<file path="config.mk">
export PLATFORM = sky130hd
export DESIGN_NAME = table_driven_token_lexer
export DESIGN_NICKNAME = d
export VERILOG_FILES = /design/src/hdl/tdl_pkg.sv /design/src/hdl/tdl_step.sv /design/src/hdl/table_driven_token_lexer.sv
export SDC_FILE = /design/constraint.sdc
export NUM_CORES = 1
export LEC_CHECK = 0
export BUFFER_PORTS_ARGS = -buffer_cell sky130_fd_sc_hd__clkbuf_2
export CAP_MARGIN = 20
export CELL_PAD_IN_SITES_DETAIL_PLACEMENT = 1
export CELL_PAD_IN_SITES_GLOBAL_PLACEMENT = 1
export CORE_MARGIN = 8
export CORE_UTILIZATION = 55
export CTS_BUF_LIST = sky130_fd_sc_hd__clkbuf_16
export CTS_CLUSTER_SIZE = 10
export DETAILED_ROUTE_END_ITERATION = 16
export PLACE_DENSITY_LB_ADDON = 0.08
export REMOVE_ABC_BUFFERS = 1
export SLEW_MARGIN = 20
export SYNTH_ARGS = -nofsm -noshare
export SYNTH_HDL_FRONTEND = slang
export SYNTH_SLANG_ARGS = --single-unit
export TNS_END_PERCENT = 1
</file>
<file path="constraint.sdc">
create_clock -name clk -period 9.9 [get_ports clk]
set_clock_uncertainty 0.2 [all_clocks]
set_input_delay 0.495 -clock clk [delete_from_list [all_inputs] [get_ports clk]]
set_output_delay 0.495 -clock clk [all_outputs]
set_load 0.03 [all_outputs]
</file>
<file path="src/hdl/tdl_pkg.sv">
// ----------------------------------------------------------------------------
// tdl_pkg
// Types, codes and table lookups for the table-driven token lexer.
// ----------------------------------------------------------------------------
`timescale 1ns / 1ps
`default_nettype none

package tdl_pkg;

  localparam int TOKEN_W = 16;

  typedef enum logic [2:0] {
    ST_BEGIN,
    ST_COMMENT,
    ST_ERROR,
    ST_IDENT,
    ST_MINUS,
    ST_NUMBER,
    ST_OPER,
    ST_PUNCT
  } scan_state_t;

  typedef enum logic [3:0] {
    C_ALPHA,
    C_DIGIT,
    C_HASH,
    C_ILLEGAL,
    C_MINUS,
    C_NEWLINE,
    C_NULL,
    C_OP,
    C_PUNCT,
    C_UNDER,
    C_WHITE
  } char_class_t;

  typedef enum logic [2:0] {
    KIND_END,
    KIND_ERROR,
    KIND_IDENT,
    KIND_NUMBER,
    KIND_OPER,
    KIND_PUNCT
  } token_kind_t;

  // transition code: msb set means a token ends, low bits are then the kind
  typedef logic [3:0] trans_code_t;

  localparam trans_code_t T_END = {1'b1, KIND_END};
  localparam trans_code_t T_ERR = {1'b1, KIND_ERROR};
  localparam trans_code_t T_ID  = {1'b1, KIND_IDENT};
  localparam trans_code_t T_NUM = {1'b1, KIND_NUMBER};
  localparam trans_code_t T_OP  = {1'b1, KIND_OPER};
  localparam trans_code_t T_PU  = {1'b1, KIND_PUNCT};

  typedef struct packed {
    token_kind_t        kind;
    logic [TOKEN_W-1:0] start;
    logic [TOKEN_W-1:0] stop;
    logic               last;
    logic               sat;
  } token_t;

  function automatic trans_code_t go(input scan_state_t s);
    return {1'b0, s};
  endfunction

  function automatic char_class_t classify(input logic [7:0] b);
    char_class_t c;
    case (b) inside
      [8'h61:8'h7a], [8'h41:8'h5a]: c = C_ALPHA;
      [8'h30:8'h39]:                c = C_DIGIT;
      8'h00:                        c = C_NULL;
      8'h09, 8'h20:                 c = C_WHITE;
      8'h0a:                        c = C_NEWLINE;
      8'h23:                        c = C_HASH;
      8'h2d:                        c = C_MINUS;
      8'h5f:                        c = C_UNDER;
      8'h28, 8'h29, 8'h2c, 8'h2e, 8'h3a, 8'h3b,
      8'h3c, 8'h3e, 8'h5b, 8'h5d, 8'h7b, 8'h7d: c = C_PUNCT;
      8'h21, 8'h24, 8'h25, 8'h26, 8'h2a, 8'h2b, 8'h2f,
      8'h3d, 8'h3f, 8'h40, 8'h5e, 8'h7c, 8'h7e: c = C_OP;
      default:                      c = C_ILLEGAL;
    endcase
    return c;
  endfunction

  function automatic trans_code_t next_code(input scan_state_t s, input char_class_t c);
    trans_code_t t;
    case (s)
      ST_BEGIN: begin
        case (c)
          C_ALPHA:   t = go(ST_IDENT);
          C_DIGIT:   t = go(ST_NUMBER);
          C_HASH:    t = go(ST_COMMENT);
          C_MINUS:   t = go(ST_MINUS);
          C_NEWLINE: t = go(ST_BEGIN);
          C_NULL:    t = T_END;
          C_OP:      t = go(ST_OPER);
          C_PUNCT:   t = go(ST_PUNCT);
          C_WHITE:   t = go(ST_BEGIN);
          default:   t = go(ST_ERROR);
        endcase
      end
      ST_COMMENT: begin
        case (c)
          C_NEWLINE: t = go(ST_BEGIN);
          C_NULL:    t = T_END;
          default:   t = go(ST_COMMENT);
        endcase
      end
      ST_IDENT: begin
        case (c) inside
          C_ALPHA, C_DIGIT, C_UNDER: t = go(ST_IDENT);
          default:                   t = T_ID;
        endcase
      end
      ST_MINUS: begin
        case (c) inside
          C_DIGIT:      t = go(ST_NUMBER);
          C_MINUS, C_OP: t = go(ST_OPER);
          default:      t = T_OP;
        endcase
      end
      ST_NUMBER: t = (c == C_DIGIT) ? go(ST_NUMBER) : T_NUM;
      ST_OPER: begin
        case (c) inside
          C_MINUS, C_OP: t = go(ST_OPER);
          default:       t = T_OP;
        endcase
      end
      ST_PUNCT: t = T_PU;
      default:  t = T_ERR;
    endcase
    return t;
  endfunction

endpackage

`default_nettype wire

</file>
<file path="src/hdl/tdl_step.sv">
// ----------------------------------------------------------------------------
// tdl_step
// One lexer step: classifies a byte, walks the transition table with rescan
// of a terminating byte, and produces up to two tokens and the next state.
// ----------------------------------------------------------------------------
`timescale 1ns / 1ps
`default_nettype none

module tdl_step #(
  parameter int OFFSET_BITS = 16
) (
  input  wire logic [7:0]             source_byte,
  input  wire tdl_pkg::scan_state_t   scan_state,
  input  wire logic [OFFSET_BITS-1:0] byte_offset,
  input  wire logic [OFFSET_BITS-1:0] token_begin,
  input  wire logic                   saturated_flag,
  output tdl_pkg::scan_state_t        scan_state_next,
  output logic      [OFFSET_BITS-1:0] byte_offset_next,
  output logic      [OFFSET_BITS-1:0] token_begin_next,
  output logic                        saturated_flag_next,
  output logic      [1:0]             res_count,
  output tdl_pkg::token_t             res0,
  output tdl_pkg::token_t             res1
);
  import tdl_pkg::*;

  char_class_t            cls;
  trans_code_t            nx;
  trans_code_t            again;
  logic [OFFSET_BITS-1:0] off_adv;
  logic                   sat_adv;
  logic [TOKEN_W-1:0]     o16;
  logic [TOKEN_W-1:0]     tb16;
  token_t                 end_tok;

  assign cls   = classify(source_byte);
  assign nx    = next_code(scan_state, cls);
  assign again = next_code(ST_BEGIN, cls);
  assign o16   = TOKEN_W'(byte_offset);
  assign tb16  = TOKEN_W'(token_begin);

  // saturating offset advance
  always_comb begin
    if (byte_offset == '1) begin
      off_adv = byte_offset;
      sat_adv = 1'b1;
    end else begin
      off_adv = byte_offset + OFFSET_BITS'(1);
      sat_adv = saturated_flag;
    end
  end

  always_comb begin
    end_tok = '{kind: KIND_END, start: o16, stop: o16, last: 1'b1, sat: saturated_flag};
  end

  always_comb begin
    scan_state_next     = scan_state;
    byte_offset_next    = off_adv;
    token_begin_next    = token_begin;
    saturated_flag_next = sat_adv;
    res_count           = 2'd0;
    res0                = end_tok;
    res1                = end_tok;
    if (!nx[3]) begin
      scan_state_next = scan_state_t'(nx[2:0]);
      if (scan_state == ST_BEGIN) begin
        token_begin_next = byte_offset;
      end
    end else if (nx == T_END) begin
      scan_state_next     = ST_BEGIN;
      byte_offset_next    = '0;
      token_begin_next    = '0;
      saturated_flag_next = 1'b0;
      res_count           = 2'd1;
    end else begin
      res0 = '{kind: token_kind_t'(nx[2:0]), start: tb16, stop: o16, last: 1'b1,
               sat: saturated_flag};
      if (again == T_END) begin
        res0.last           = 1'b0;
        scan_state_next     = ST_BEGIN;
        byte_offset_next    = '0;
        token_begin_next    = '0;
        saturated_flag_next = 1'b0;
        res_count           = 2'd2;
      end else begin
        scan_state_next  = scan_state_t'(again[2:0]);
        token_begin_next = byte_offset;
        res_count        = 2'd1;
      end
    end
  end

endmodule

`default_nettype wire

</file>
<file path="src/hdl/table_driven_token_lexer.sv">
// ----------------------------------------------------------------------------
// table_driven_token_lexer
// Byte-at-a-time lexer: character classes, eight-state transition table,
// token kind with start and stop offsets, buffered on a valid/ready output.
//
//   channel   direction  word
//   in        sink       source_byte
//   out       source     token_kind, token_start, token_stop, run_last,
//                        offset_saturated
//
// one byte per cycle while in_ready is high; lexer state updates in the accept cycle
// a byte gives zero, one or two tokens into a four-entry output queue
// in_ready is high while the queue has room for two tokens
// a NUL ending a token also pushes the end token, so the queue has one more token to drain
// reset empties the queue and returns the lexer to offset 0, begin state
// ----------------------------------------------------------------------------
`timescale 1ns / 1ps
`default_nettype none

module table_driven_token_lexer #(
  parameter int OFFSET_BITS = 16
) (
  input  wire logic                         clk,
  input  wire logic                         rst,
  input  wire logic                         in_valid,
  output logic                              in_ready,
  input  wire logic [7:0]                   source_byte,
  output logic                              out_valid,
  input  wire logic                         out_ready,
  output tdl_pkg::token_kind_t              token_kind,
  output logic      [tdl_pkg::TOKEN_W-1:0]  token_start,
  output logic      [tdl_pkg::TOKEN_W-1:0]  token_stop,
  output logic                              run_last,
  output logic                              offset_saturated
);
  import tdl_pkg::*;

  localparam int QDEPTH = 4;
  localparam int QPTR_W = $clog2(QDEPTH);

  scan_state_t            scan_state, scan_state_next;
  logic [OFFSET_BITS-1:0] byte_offset, byte_offset_next;
  logic [OFFSET_BITS-1:0] token_begin, token_begin_next;
  logic                   saturated_flag, saturated_flag_next;
  logic [1:0]             res_count;
  token_t                 res0, res1;

  token_t                 queue [QDEPTH];
  logic [QPTR_W-1:0]      wr_ptr, rd_ptr;
  logic [QPTR_W:0]        count, count_next;
  logic                   accept, pop;
  logic [1:0]             push;
  token_t                 head;

  tdl_step #(.OFFSET_BITS(OFFSET_BITS)) u_step (
    .source_byte         (source_byte),
    .scan_state          (scan_state),
    .byte_offset         (byte_offset),
    .token_begin         (token_begin),
    .saturated_flag      (saturated_flag),
    .scan_state_next     (scan_state_next),
    .byte_offset_next    (byte_offset_next),
    .token_begin_next    (token_begin_next),
    .saturated_flag_next (saturated_flag_next),
    .res_count           (res_count),
    .res0                (res0),
    .res1                (res1)
  );

  assign in_ready   = (count <= (QPTR_W+1)'(QDEPTH - 2));
  assign accept     = in_valid & in_ready;
  assign out_valid  = (count != '0);
  assign pop        = out_valid & out_ready;
  assign push       = accept ? res_count : 2'd0;
  assign count_next = count + (QPTR_W+1)'(push) - (QPTR_W+1)'(pop);

  always_ff @(posedge clk) begin
    if (rst) begin
      scan_state     <= ST_BEGIN;
      byte_offset    <= '0;
      token_begin    <= '0;
      saturated_flag <= 1'b0;
      wr_ptr         <= '0;
      rd_ptr         <= '0;
      count          <= '0;
    end else begin
      if (accept) begin
        scan_state     <= scan_state_next;
        byte_offset    <= byte_offset_next;
        token_begin    <= token_begin_next;
        saturated_flag <= saturated_flag_next;
      end
      wr_ptr <= wr_ptr + QPTR_W'(push);
      if (pop) begin
        rd_ptr <= rd_ptr + QPTR_W'(1);
      end
      count <= count_next;
    end
  end

  always_ff @(posedge clk) begin
    if (push != 2'd0) begin
      queue[wr_ptr] <= res0;
    end
    if (push == 2'd2) begin
      queue[wr_ptr + QPTR_W'(1)] <= res1;
    end
  end

  assign head             = queue[rd_ptr];
  assign token_kind       = head.kind;
  assign token_start      = head.start;
  assign token_stop       = head.stop;
  assign run_last         = head.last;
  assign offset_saturated = head.sat;

endmodule

`default_nettype wire

</file>
# Yosys cells after proc, flatten, opt, wreduce, memory -nomap -nowiden

Memory sizes are Yosys's and may differ from the RTL's. A register that Yosys moved wholly into a read port is not among the register bits.
Cells that the tools add are included.

Flip-flop bits (word level): 43
Bits in latches: 0
Bits in writable memories: 148
Memory bits (read-only): 128
Input bits: 12
Output and inout port bits: 39
Logic and storage cells: 132
Memories: 3

Add/subtract/negate cells: 6
Multipliers: 0
Divide/modulo/power cells: 0
Magnitude comparators: 7
Equal/unequal tests: 47
Shifts and indexed selects: 0
Muxes and demuxes: 44
Bitwise logic cells: 2
Reductions and logical operators: 16

Memories:

| memory           | words | bits a word | rd ports | clocked after Yosys merged registers in | wr ports | line                           | RTL |
|---|---|---|---|---|---|---|---|
| queue            | 4     | 37          | 1        | 1                                       | 2        | table_driven_token_lexer.sv:48 | `token_t queue [QDEPTH];` |
| (name not given) | 16    | 4           | 1        | 0                                       | 0        | tdl_pkg.sv:92                  | `case (c)` |
| (name not given) | 16    | 4           | 1        | 0                                       | 0        | tdl_pkg.sv:92                  |  |

Operators with widths:

| kind                  | number |
|---|---|
| $eq 8x6->1 const B    | 20 |
| $mux 16               | 8 |
| $mux 37               | 2 |
| $eq 8x7->1 const B    | 9 |
| $mux 4                | 13 |
| $pmux 4 s7            | 1 |
| $add 16x1->16 const B | 1 |
| $eq 16x16->1 const B  | 1 |
| $eq 4x3->1 const B    | 4 |
| $eq 8x4->1 const B    | 2 |
| $ge 8x7->1 const B    | 2 |
| $le 8x7->1 const B    | 2 |
| $reduce_or 13->1      | 1 |
| $eq 3x3->1 const B    | 4 |
| $eq 4x4->1 const B    | 3 |
| $mux 2                | 6 |
| $mux 3                | 4 |
| $reduce_or 12->1      | 1 |
| $mux 1                | 9 |
| $ge 8x6->1 const B    | 1 |
| $le 8x6->1 const B    | 1 |
| $logic_not 8->1       | 1 |
| $pmux 4 s2            | 1 |
| $reduce_or 2->1       | 3 |
| 17 further kinds      | 22 |

# Depth between registers and ports, before layout

Gate-level depths: netlist (run 1).

Word-level depth: 24
Depth in mapped cells: 24
Depth with buffers taken out: 22

# Hierarchy

A second synthesis (run 1) with hierarchy kept.

Cells, all modules: 955
Area, all modules: 11,621.1 um^2

Modules (own cells, without submodules):

| module                   | instances | cells an instance | area each (um^2) | sequential area each (um^2) |
|---|---|---|---|---|
| table_driven_token_lexer | 1         | 583               | 9,115.0          | 5,345.1 |
| tdl_step                 | 1         | 372               | 2,506.2          | 0.0 |

# Worst setup path before layout (run 1)

Ideal clock, no wire load.

Path kind: input-to-reg
Start point: input source_byte[5]
End point: memory queue[2][0] (netlist bit) (enable)
Library setup time: 0.423 ns
Arrival time: 4.917 ns
Required time: 9.277 ns
Setup slack: 4.359 ns
Stages on the path: 19
Path buffers: 3
Path through: buf_2 > nor4b_2 > o2bb2ai_1 > mux2i_1 > o211ai_1 > or2_2 > inv_1 > ha_1 > clkbuf_1 > nor2b_1 > a21oi_1 > a2bb2oi_1 > and3_1 > o22ai_4 > o2111ai_4 > o21ai_2 > buf_4 > o21a_1 > nor2_1

RTL lines:

| what               | line                           | RTL |
|---|---|---|
| start: declaration | table_driven_token_lexer.sv:27 | `input wire logic [7:0] source_byte,` |
| end: declaration   | table_driven_token_lexer.sv:48 |  |

==> results.yml, run 1 <==
timing:
  setup-tns-final_ns: 0
  hold_viol: 0
  grt_setup_unrepaired: "false"
  setup_violations: 0
  max_slew.worst_pin.slew_ns: 1.13
  slew_headroom_pct: 24.8
  min_period_ns: 5.45
  clock.fmax_mhz: 183
  timing.final.ws_setup_ns: 4.45
  final-max-slew-violation-count: 0
  period_utilisation_layout_pct: 55.1
synthesis:
  post_synth_num_cell_types: 87
  synthDominantAreaCellType: "sky130_fd_sc_hd__edfxtp_1"
  synth_top_area_share_pct: 40.4
  post_synth_main_area_contributors: "sky130_fd_sc_hd__edfxtp_1 40%, sky130_fd_sc_hd__dfxtp_1 12%, sky130_fd_sc_hd__mux4_2 8.5%"
  synth-seq-area-share_pct: 52.8
  asyncSetResetFlopFracSynth_pct: 0
  postSynthRegisterBits: 193
  syn_area_per_cell_um2: 12.7
  dominantRegCellSynth: "sky130_fd_sc_hd__edfxtp_1"
  synth_commonest_cells: "132 x sky130_fd_sc_hd__edfxtp_1, 80 x sky130_fd_sc_hd__a22o_1, 61 x sky130_fd_sc_hd__dfxtp_1, 51 x sky130_fd_sc_hd__and2_1, 51 x sky130_fd_sc_hd__nor2_1"
  netlist_instances: 775
  mappedNetlistArea_um2: 9820
  synth_warn: 0
  synth_enable_flop_cells: 132
  synth.most_common_cell: "sky130_fd_sc_hd__edfxtp_1"
placement:
  dp_slack_ns: 4.08
  place.detailed.hpwl_um: 15500
  place_inst: 994
  io_buffers: 50
  finalWeightedCongestion: 0.788
setup_path:
  crit_required_ns: 9.77
  setup.worst_path.end_class: "flip-flop"
  timing.reg2reg.setup_slack_ns: 5.53
  critical_path_peak_fanout: 51
  arrival_ns: 5.32
  worstSetupPathType: "input port to flip-flop"
  startpoint_type: "input port"
cells_and_area:
  area_growth_syn_to_layout_pct: 8.22
  core_utilization_of_the_finished_layout_pct: 60.0
  drive_above_1_share_pct: 21.9
  fillCellCount: 1770
  antenna_cells_inserted: 0
  finish.net_count: 808
  stdcell_count: 1027
clock_network:
  cts_buffers: 17
  clock_latency_ns: 0.44
  post_cts_resize_count: 0
  clkSlewWorstSetupHoldPaths_ns: 0.07
  cts_sinks: 193
  cts_post_setup_buffers_inserted: 0
  h-tree-depth: 4
  cts_tree: "built"
  clock-root-buffer: "sky130_fd_sc_hd__clkbuf_16"
  post_cts_hold_buffer_count: 0
  ctsLongestPathBuffers: 2
die:
  core_box_area_um2: 17700
  area_enclosed_by_the_die_boundary_um2: 22400
  dieHeight_um: 150
  initial_utilization_pct: 55.4
  placement_rows: 49
  design.portCount: 51
  die-width_um: 150
routing:
  vias: 6626
  detailedRoute.firstIterationViolations: 469
  finalWirelength_um: 25000
  average_detailed_routed_wire_length_per_instance_um: 24.4
  route.detailed.vias_per_inst: 6.45
  drcViolationCount: 0
  detail-route-antenna-nets: 0
  detail_route.first_pass.iterations: 4
power_and_ir_drop:
  p_leak_uw: 0.00393
  totalPowerFinal_uw: 2250
  power.density_cell_area_nw_per_um2: 212
  vdd_drop_max_mv: 0.188
global_routing:
  grt.overflow.total: 0
  grt_pass1_vias: 6975
  gr-usage-all-layers_pct: 22.8
  maximum_number_of_pins_on_one_net_before_global_route_repair: 55
  grt_first_pass_wirelength_um: 39300
  initial_antenna_violation_count: 0
status:
  status: "complete, no violations"
flow_run:
  reported_max_cap_violation_count: 0
worst_hold_path:
  hold_path_class: "flip-flop to flip-flop"
## path summary, 6_finish.rpt
check | from | endpoint | cells after the start
max | source_byte[5] | queue[1][27] | 14
min | queue[1][34] | queue[1][34] | 2
max reg2reg | scan_state[1] | queue[1][27] | 8
min reg2reg | queue[1][34] | queue[1][34] | 2
## registers in the layout, indices dropped and copies added (netlist names), named ones only
| register | count |
|---|---|
| rd_ptr | 2 |
| wr_ptr | 2 |
| queue | 148 |
| token_begin | 16 |
| byte_offset | 16 |
| scan_state | 3 |
| count | 3 |
| saturated_flag | 1 |
## critical path, stage by stage
cell and delay [ns]:
sky130_fd_sc_hd__clkbuf_2 0.19, sky130_fd_sc_hd__nor4b_2 0.22, sky130_fd_sc_hd__o2bb2ai_1 0.13, sky130_fd_sc_hd__mux2i_1 0.38, sky130_fd_sc_hd__o211ai_1 0.17, sky130_fd_sc_hd__or3_1 0.45
sky130_fd_sc_hd__ha_1 0.33, sky130_fd_sc_hd__or3_1 0.41, sky130_fd_sc_hd__a31oi_1 0.32, sky130_fd_sc_hd__a221oi_4 0.08, sky130_fd_sc_hd__a21oi_4 0.83, sky130_fd_sc_hd__nand2b_1 0.40
sky130_fd_sc_hd__a21oi_4 0.27, sky130_fd_sc_hd__buf_4 0.62
## layer usage
metal / up-vias / share of wire [%] / GRT usage (%)
met5: - / 0 / 0
met4: 0 / 1.3 / 6.41
met3: 25 / 4.3 / 4.14
met2: 149 / 53 / 41.1
met1: 3465 / 41 / 27.4
li1: 2987 / - / -
## placed cells by master, fill, tap and decap left out, types with 17 or more instances in the layout
cell and n:
sky130_fd_sc_hd__edfxtp_1 132, sky130_fd_sc_hd__a22o_1 80, sky130_fd_sc_hd__dfxtp_1 59, sky130_fd_sc_hd__and2_1 51, sky130_fd_sc_hd__nor2_1 50, sky130_fd_sc_hd__clkbuf_2 50
sky130_fd_sc_hd__mux4_2 37, sky130_fd_sc_hd__nand2_1 32, sky130_fd_sc_hd__a21oi_1 25, sky130_fd_sc_hd__and3_1 25, sky130_fd_sc_hd__inv_1 23, sky130_fd_sc_hd__clkbuf_16 17
## power by group
| group | switching, µW | internal, µW | leakage (µW) |
|---|---|---|---|
| registers | 58.6 | 907 | 0.00194 |
| clock network | 313 | 323 | 0.000268 |
| logic | 418 | 230 | 0.00173 |
## cell type report
cell class / instances / area [µm²] / area share [%]
clock buffers: 17 / 425 / 4.00
well taps: 229 / 287 / 2.70
inverters: 21 / 78.8 / 0.742
clock inverters: 15 / 108 / 1.01
flip-flops and latches: 193 / 5190 / 48.8
repair buffers: 55 / 288 / 2.71
multi-input cells: 497 / 4250 / 40.0
## kinds of logic after synthesis
kind of cell	Yosys count	synth area share, %
compound gates	183	16.9
xor+xnor	18	1.61
fa+ha+maj	11	1.48
buf+inv	85	4.25
flops	193	52.8
mux	41	8.89
simple gates	244	14.1
## metrics by stage
| stage | hold WS, ns | instance area [µm²] |
|---|---|---|
| 2_1_floorplan | 0.226 | 9480 |
| 3_3_place_gp | 0.234 | 10100 |
| 3_5_place_dp | 0.260 | 10100 |
| 4_1_cts | 0.270 | 10600 |
| 5_1_grt | 0.298 | 10600 |
| 6_report | 0.269 | 10600 |
Note: power is estimated with default switching activity, not from simulation.
==> inputs of run 2 (changes only) <==
--- a/config.mk
+++ b/config.mk
@@ -10,7 +10,7 @@
 export CELL_PAD_IN_SITES_DETAIL_PLACEMENT = 1
 export CELL_PAD_IN_SITES_GLOBAL_PLACEMENT = 1
 export CORE_MARGIN = 8
-export CORE_UTILIZATION = 55
+export CORE_UTILIZATION = 51
 export CTS_BUF_LIST = sky130_fd_sc_hd__clkbuf_16
 export CTS_CLUSTER_SIZE = 10
 export DETAILED_ROUTE_END_ITERATION = 16
==> constraint.sdc (replaced) <==
create_clock -name clk -period 5.25 [get_ports clk]
set_clock_uncertainty 0.2 [all_clocks]
set_input_delay 0.2625 -clock clk [delete_from_list [all_inputs] [get_ports clk]]
set_output_delay 0.2625 -clock clk [all_outputs]
set_load 0.03 [all_outputs]
==> run 2 against run 1 <==
Compared with the run above:
- die area grew 7.0%
- clock power grew 97%
- hold slack lost 0.18 ns
- via count shrank 0.68%
- critical endpoint is now count[2]
- largest cell class unchanged
==> results.yml, run 2 (synthesis gave the netlist of run 1 again) <==
status:
  status: "complete, no violations"
cells_and_area:
  final_cell_mix: "132 x sky130_fd_sc_hd__edfxtp_1, 80 x sky130_fd_sc_hd__a22o_1, 59 x sky130_fd_sc_hd__dfxtp_1"
  registers.top_by_ff_count: "queue"
  fillCellCount: 1919
  multi_input_area_um2: 4250
  finish.net_count: 819
  drive_above_1_share_pct: 23.2
  largest_register_ffs: 148
  sequential_cell_area_um2: 5190
  area_growth_syn_to_layout_pct: 10.3
  antenna_cells_inserted: 0
  layout_top_registers: "queue x148, byte_offset x16, token_begin x16"
  most_common_library_cell_in_the_layout_ignoring_fill_and_taps: "sky130_fd_sc_hd__edfxtp_1"
global_routing:
  grt.overflow.total: 0
  maximum_number_of_pins_on_one_net_before_global_route_repair: 51
  grt_pass1_vias: 7204
  gr-usage-all-layers_pct: 21.4
  initial_antenna_violation_count: 0
  grt_first_pass_wirelength_um: 40000
placement:
  place.detailed.hpwl_um: 16000
  io_buffers: 50
  finalWeightedCongestion: 0.808
timing:
  max_slew.worst_pin.slew_ns: 1.00
  period_utilisation_layout_pct: 91.4
  fin_worst_hold_slack_ns: 0.0927
  hold_viol: 0
  setup-tns-final_ns: 0
  final-max-slew-violation-count: 0
  setup_violations: 0
  slew_headroom_pct: 33.4
  grt_setup_unrepaired: "false"
  min_period_ns: 4.80
  clock.fmax_mhz: 208
worst_hold_path:
  hold_path_class: "input port to flip-flop"
  min_to: "count[2]"
  min_path_cells: 2
  startpoint_of_the_lowest_slack_hold_path: "rst"
clock_network:
  post_cts_resize_count: 0
  ctsLongestPathBuffers: 2
  cts_tree: "built"
  cts_post_setup_buffers_inserted: 0
  cts_buffers: 17
  cts_sinks: 193
  h-tree-depth: 4
  clock-root-buffer: "sky130_fd_sc_hd__clkbuf_16"
  post_cts_hold_buffer_count: 0
  clock_latency_ns: 0.43
  clkSlewWorstSetupHoldPaths_ns: 0.07
setup_path:
  crit_required_ns: 5.36
  critPathTopFamily: "simple AND/OR/NAND/NOR gates"
  setup.worst_path.end_class: "flip-flop"
  worst_r2r_startpoint: "scan_state[1]"
  crit_buf_inv: 4
  worst_path_max_delay_cell: "sky130_fd_sc_hd__mux2i_1"
  arrival_ns: 4.91
  startpoint_type: "input port"
  worst-r2r-cell-count: 15
  regToRegEndpoint: "count[2]"
  worstSetupPathType: "input port to flip-flop"
  timing.reg2reg.setup_slack_ns: 1.54
  max_stage_delay_ns: 0.45
  critical_path_peak_fanout: 12
  worstPathCellList: "clkbuf_2 > nor4b_2 > o2bb2ai_1 > mux2i_1 > o211ai_1 > or2_2 > inv_1 > ha_1 > nor2b_1 > a21oi_1 > a2bb2oi_1 > and3_1 > o22ai_4 > o2111ai_4 > buf_4 > nor2_4 > nor2_1 > nand2_1 > ha_1 > inv_1 > fa_1 > xnor2_1 > nor2_1"
routing:
  average_detailed_routed_wire_length_per_instance_um: 23.4
  detailedRoute.firstIterationViolations: 401
  route.detailed.vias_per_inst: 6.16
  vias: 6581
  detail_route.first_pass.iterations: 5
  finalWirelength_um: 25000
  drcViolationCount: 0
  detail-route-antenna-nets: 0
die:
  placement_rows: 50
  initial_utilization_pct: 52.2
  dieHeight_um: 155
  die-width_um: 155
  core_box_area_um2: 18800
  area_enclosed_by_the_die_boundary_um2: 24000
  design.portCount: 51
power_and_ir_drop:
  power_report.internal_total_uw: 2780
  power.share.sequential_pct: 43.3
  combPwrFrac_pct: 27.6
  vdd_drop_max_mv: 0.239
  totalPowerFinal_uw: 4300
  p_leak_uw: 0.00400
  power.switching_fraction_pct: 35.3
  clock_power_share_pct: 29.1
  power.density_cell_area_nw_per_um2: 397
  net-switching-power_uw: 1520
flow_run:
  reported_max_cap_violation_count: 0
[run 2: changes by cell type in the layout (fill, tap and decap cells not counted), sizes merged]
cell / previous run / this run
buf: 5 / 16
inv: 28 / 26
clkinvlp: 2 / 4
[run 2: area by class of cell]
type                       count  area share [%]
clock inverter                15            1.36
inverter                      21           0.728
multi-input combinational    497            39.2
timing repair buffer          66            3.84
sequential                   193            47.9
tap                          260            3.00
clock buffer                  17            3.93
[run 2: power groups by stage]
stage	sequential, µW	combinational (µW)	clock [µW]
after floorplan	1860	858	0
after CTS	1870	1200	1280
after global placement	1890	1170	0
after global routing	1880	1290	1330
final	1860	1190	1250
after detailed placement	1900	1200	0
[run 2: worst max path at each step]
stage	to	start	cells after the start	slack, ns
5_1_grt	count[2]	source_byte[5]	23	0.13
2_1_floorplan	queue[1][0]	source_byte[5]	12	0.23
3_5_place_dp	count[2]	source_byte[5]	20	0.11
6_report	count[2]	source_byte[5]	23	0.45
3_3_place_gp	count[2]	source_byte[5]	20	0.37
4_1_cts	count[2]	source_byte[5]	23	0.52
[run 2: stage by stage]
step                cell area (µm²)  setup slack (ns)  cells  util, %
floorplan                      9480             0.235    711        -
global placement              10200             0.370   1036     54.3
detailed placement            10300             0.111   1037     54.5
CTS                           10800             0.523   1069     57.5
global route                  10800             0.128   1069     57.5
finish                        10800             0.449   1069     57.5
[run 2: layer usage]
layer | routed length, µm | global-route usage, % | part of all wire (%)
met5 | 0 | 0 | 0
met3 | 1060 | 3.90 | 4.2
met4 | 368 | 6.30 | 1.5
met2 | 13200 | 39.1 | 53
met1 | 10400 | 25.1 | 41
==> inputs of run 3 (changes only) <==
--- a/config.mk
+++ b/config.mk
@@ -5,12 +5,13 @@
 export SDC_FILE = /design/constraint.sdc
 export NUM_CORES = 1
 export LEC_CHECK = 0
+export ABC_AREA = 1
 export BUFFER_PORTS_ARGS = -buffer_cell sky130_fd_sc_hd__clkbuf_2
 export CAP_MARGIN = 20
 export CELL_PAD_IN_SITES_DETAIL_PLACEMENT = 1
 export CELL_PAD_IN_SITES_GLOBAL_PLACEMENT = 1
 export CORE_MARGIN = 8
-export CORE_UTILIZATION = 51
+export CORE_UTILIZATION = 47
 export CTS_BUF_LIST = sky130_fd_sc_hd__clkbuf_16
 export CTS_CLUSTER_SIZE = 10
 export DETAILED_ROUTE_END_ITERATION = 16
==> run 3 against run 2 <==
Compared with the run above:
- setup slack better by 0.77 ns
- sequential power is 2% higher
- final area is 2.5% higher
- final cell count is 43% higher
- highest routed layer unchanged
==> results.yml, run 3 <==
cells_and_area:
  finish.instance_area_um2: 11100
  fillCellCount: 2557
  registers.top_by_ff_count: "queue"
  most_common_library_cell_in_the_layout_ignoring_fill_and_taps: "sky130_fd_sc_hd__nand2_1"
  area_growth_syn_to_layout_pct: 10.2
  drive_above_1_share_pct: 12.6
  layout_top_registers: "queue x148, byte_offset x16, token_begin x16"
  final_cell_mix: "237 x sky130_fd_sc_hd__nand2_1, 227 x sky130_fd_sc_hd__nor2_1, 132 x sky130_fd_sc_hd__edfxtp_1"
  core_utilization_of_the_finished_layout_pct: 52.8
  largest_register_ffs: 148
  antenna_cells_inserted: 0
  finish.net_count: 1267
clock_network:
  clkSlewWorstSetupHoldPaths_ns: 0.08
  post_cts_resize_count: 0
  cts_buffers: 17
  h-tree-depth: 4
  clock-root-buffer: "sky130_fd_sc_hd__clkbuf_16"
  clock_latency_ns: 0.44
  ctsLongestPathBuffers: 2
  cts_sinks: 193
  cts_tree: "built"
status:
  status: "complete, no violations"
synthesis:
  synth_enable_flop_cells: 132
  syn_area_per_cell_um2: 8.25
  postSynthRegisterBits: 193
  synth_warn: 0
  synthDominantAreaCellType: "sky130_fd_sc_hd__edfxtp_1"
  synth-seq-area-share_pct: 51.4
  dominantRegCellSynth: "sky130_fd_sc_hd__edfxtp_1"
  post_synth_main_area_contributors: "sky130_fd_sc_hd__edfxtp_1 39%, sky130_fd_sc_hd__dfxtp_1 12%, sky130_fd_sc_hd__nand2_1 8.8%"
  synth_commonest_cells: "237 x sky130_fd_sc_hd__nand2_1, 227 x sky130_fd_sc_hd__nor2_1, 132 x sky130_fd_sc_hd__edfxtp_1, 129 x sky130_fd_sc_hd__o21ai_0, 80 x sky130_fd_sc_hd__nand3_1"
  asyncSetResetFlopFracSynth_pct: 0
  netlist_instances: 1222
  synth.most_common_cell: "sky130_fd_sc_hd__nand2_1"
  synth_top_area_share_pct: 39.3
  mappedNetlistArea_um2: 10100
  post_synth_num_cell_types: 43
setup_path:
  critPathTopFamily: "simple AND/OR/NAND/NOR gates"
  crit_buf_inv: 6
  crit_path_frequent_cell: "sky130_fd_sc_hd__nand2_1"
  worst-r2r-cell-count: 15
  crit_required_ns: 5.38
  worst_path_max_delay_cell: "sky130_fd_sc_hd__fa_1"
  worstSetupPathType: "input port to flip-flop"
  setup.worst_path.end_class: "flip-flop"
  arrival_ns: 4.17
  timing.reg2reg.setup_slack_ns: 1.63
  max_stage_delay_ns: 0.37
  critical_path_peak_fanout: 18
  startpoint_type: "input port"
  regToRegEndpoint: "queue[2][23]"
  worst_r2r_startpoint: "scan_state[2]"
timing:
  clock.fmax_mhz: 248
  final-max-slew-violation-count: 0
  slew_headroom_pct: 31.3
  period_utilisation_layout_pct: 76.8
  max_slew.worst_pin.slew_ns: 1.03
  min_period_ns: 4.03
  grt_setup_unrepaired: "false"
  setup-tns-final_ns: 0
  setup_violations: 0
  hold_viol: 0
power_and_ir_drop:
  power.density_cell_area_nw_per_um2: 451
  p_leak_uw: 0.00435
  vdd_drop_max_mv: 0.288
die:
  area_enclosed_by_the_die_boundary_um2: 26400
  dieHeight_um: 162
  placement_rows: 53
  design.portCount: 51
  die-width_um: 162
  initial_utilization_pct: 48.0
  core_box_area_um2: 21000
routing:
  detail-route-antenna-nets: 0
  finalWirelength_um: 30000
  average_detailed_routed_wire_length_per_instance_um: 19.6
  detail_route.first_pass.iterations: 5
  vias: 8622
  drcViolationCount: 0
  route.detailed.vias_per_inst: 5.63
  detailedRoute.firstIterationViolations: 453
placement:
  place.detailed.hpwl_um: 20000
  finalWeightedCongestion: 0.847
  io_buffers: 50
  placedInstanceArea_um2: 10500
global_routing:
  grt_pass1_vias: 9076
  initial_antenna_violation_count: 0
  grt_first_pass_wirelength_um: 48100
  grt.overflow.total: 0
  maximum_number_of_pins_on_one_net_before_global_route_repair: 74
  gr-usage-all-layers_pct: 23.1
worst_hold_path:
  min_to: "queue[3][34]"
  hold_path_class: "flip-flop to flip-flop"
  min_path_cells: 2
  startpoint_of_the_lowest_slack_hold_path: "queue[3][34]"
flow_run:
  reported_max_cap_violation_count: 0
==> run 3: logic make-up (layout without fill, tap and decap cells) <==
logic type               after synthesis  after routing  share of synthesized area, %
AND/OR/NAND/NOR                      628            628                          27.7
AO/OA/AOI/OAI                        216            216                          11.4
flip-flops                           193            193                          51.4
buffers and inverters                161            196                          6.86
XOR/XNOR                              13             13                          1.13
adder cells (fa/ha/maj)               11             11                          1.44
==> run 3: worst min-delay path, cell delays in order (launching register included) <==
cell,delay [ns]
sky130_fd_sc_hd__dfxtp_1,0.32
sky130_fd_sc_hd__nand2_1,0.06
sky130_fd_sc_hd__nand2_1,0.04
==> run 3: final cells by class <==
type / instances / area (µm²) / share of cell area (%)
multi-input combinational: 868 / 4200 / 37.9
tap: 275 / 344 / 3.10
clock inverter: 15 / 160 / 1.44
sequential: 193 / 5190 / 46.7
inverter: 97 / 367 / 3.30
timing repair buffer: 67 / 420 / 3.79
clock buffer: 17 / 425 / 3.83
==> run 3: metrics by stage <==
step | power (µW) | cells | hold WS, ns | setup WS (ns)
5_1_grt | 5260 | 1532 | 0.293 | 0.822
2_1_floorplan | 3130 | 1158 | 0.132 | 0.890
4_1_cts | 5030 | 1532 | 0.254 | 1.25
3_5_place_dp | 3730 | 1498 | 0.238 | 0.790
3_3_place_gp | 3680 | 1497 | 0.231 | 0.918
6_report | 5000 | 1532 | 0.254 | 1.22
==> run 3: layer usage <==
| metal | share of wire, % | global-route usage [%] |
|---|---|---|
| met3 | 3.3 | 3.51 |
| met4 | 1.7 | 6.65 |
| met1 | 44 | 28.1 |
| met2 | 51 | 41.4 |
| met5 | 0 | 0 |
==> run 3: worst max path at each step <==
| stage | start | to | slack, ns | depth (start not counted) |
|---|---|---|---|---|
| after floorplan | source_byte[7] | queue[3][0] | 0.89 | 19 |
| after global placement | source_byte[4] | count[2] | 0.92 | 25 |
| after detailed placement | source_byte[4] | count[2] | 0.79 | 25 |
| after CTS | source_byte[4] | count[2] | 1.25 | 25 |
| after global routing | source_byte[4] | queue[2][23] | 0.82 | 21 |
| final | source_byte[4] | count[2] | 1.22 | 25 |
==> run 3: repair_timing <==
action,4_1_cts,5_1_grt
hold buffers,2,0
hold endpoints to repair,7,0
setup buffers,0,0
==> run 3: power by group <==
| group | internal (µW) | leakage [µW] | switching, µW |
|---|---|---|---|
| Clock | 678 | 0.000287 | 638 |
| Sequential | 1790 | 0.00184 | 109 |
| Combinational | 450 | 0.00223 | 1340 |
| Total | 2920 | 0.00435 | 2080 |
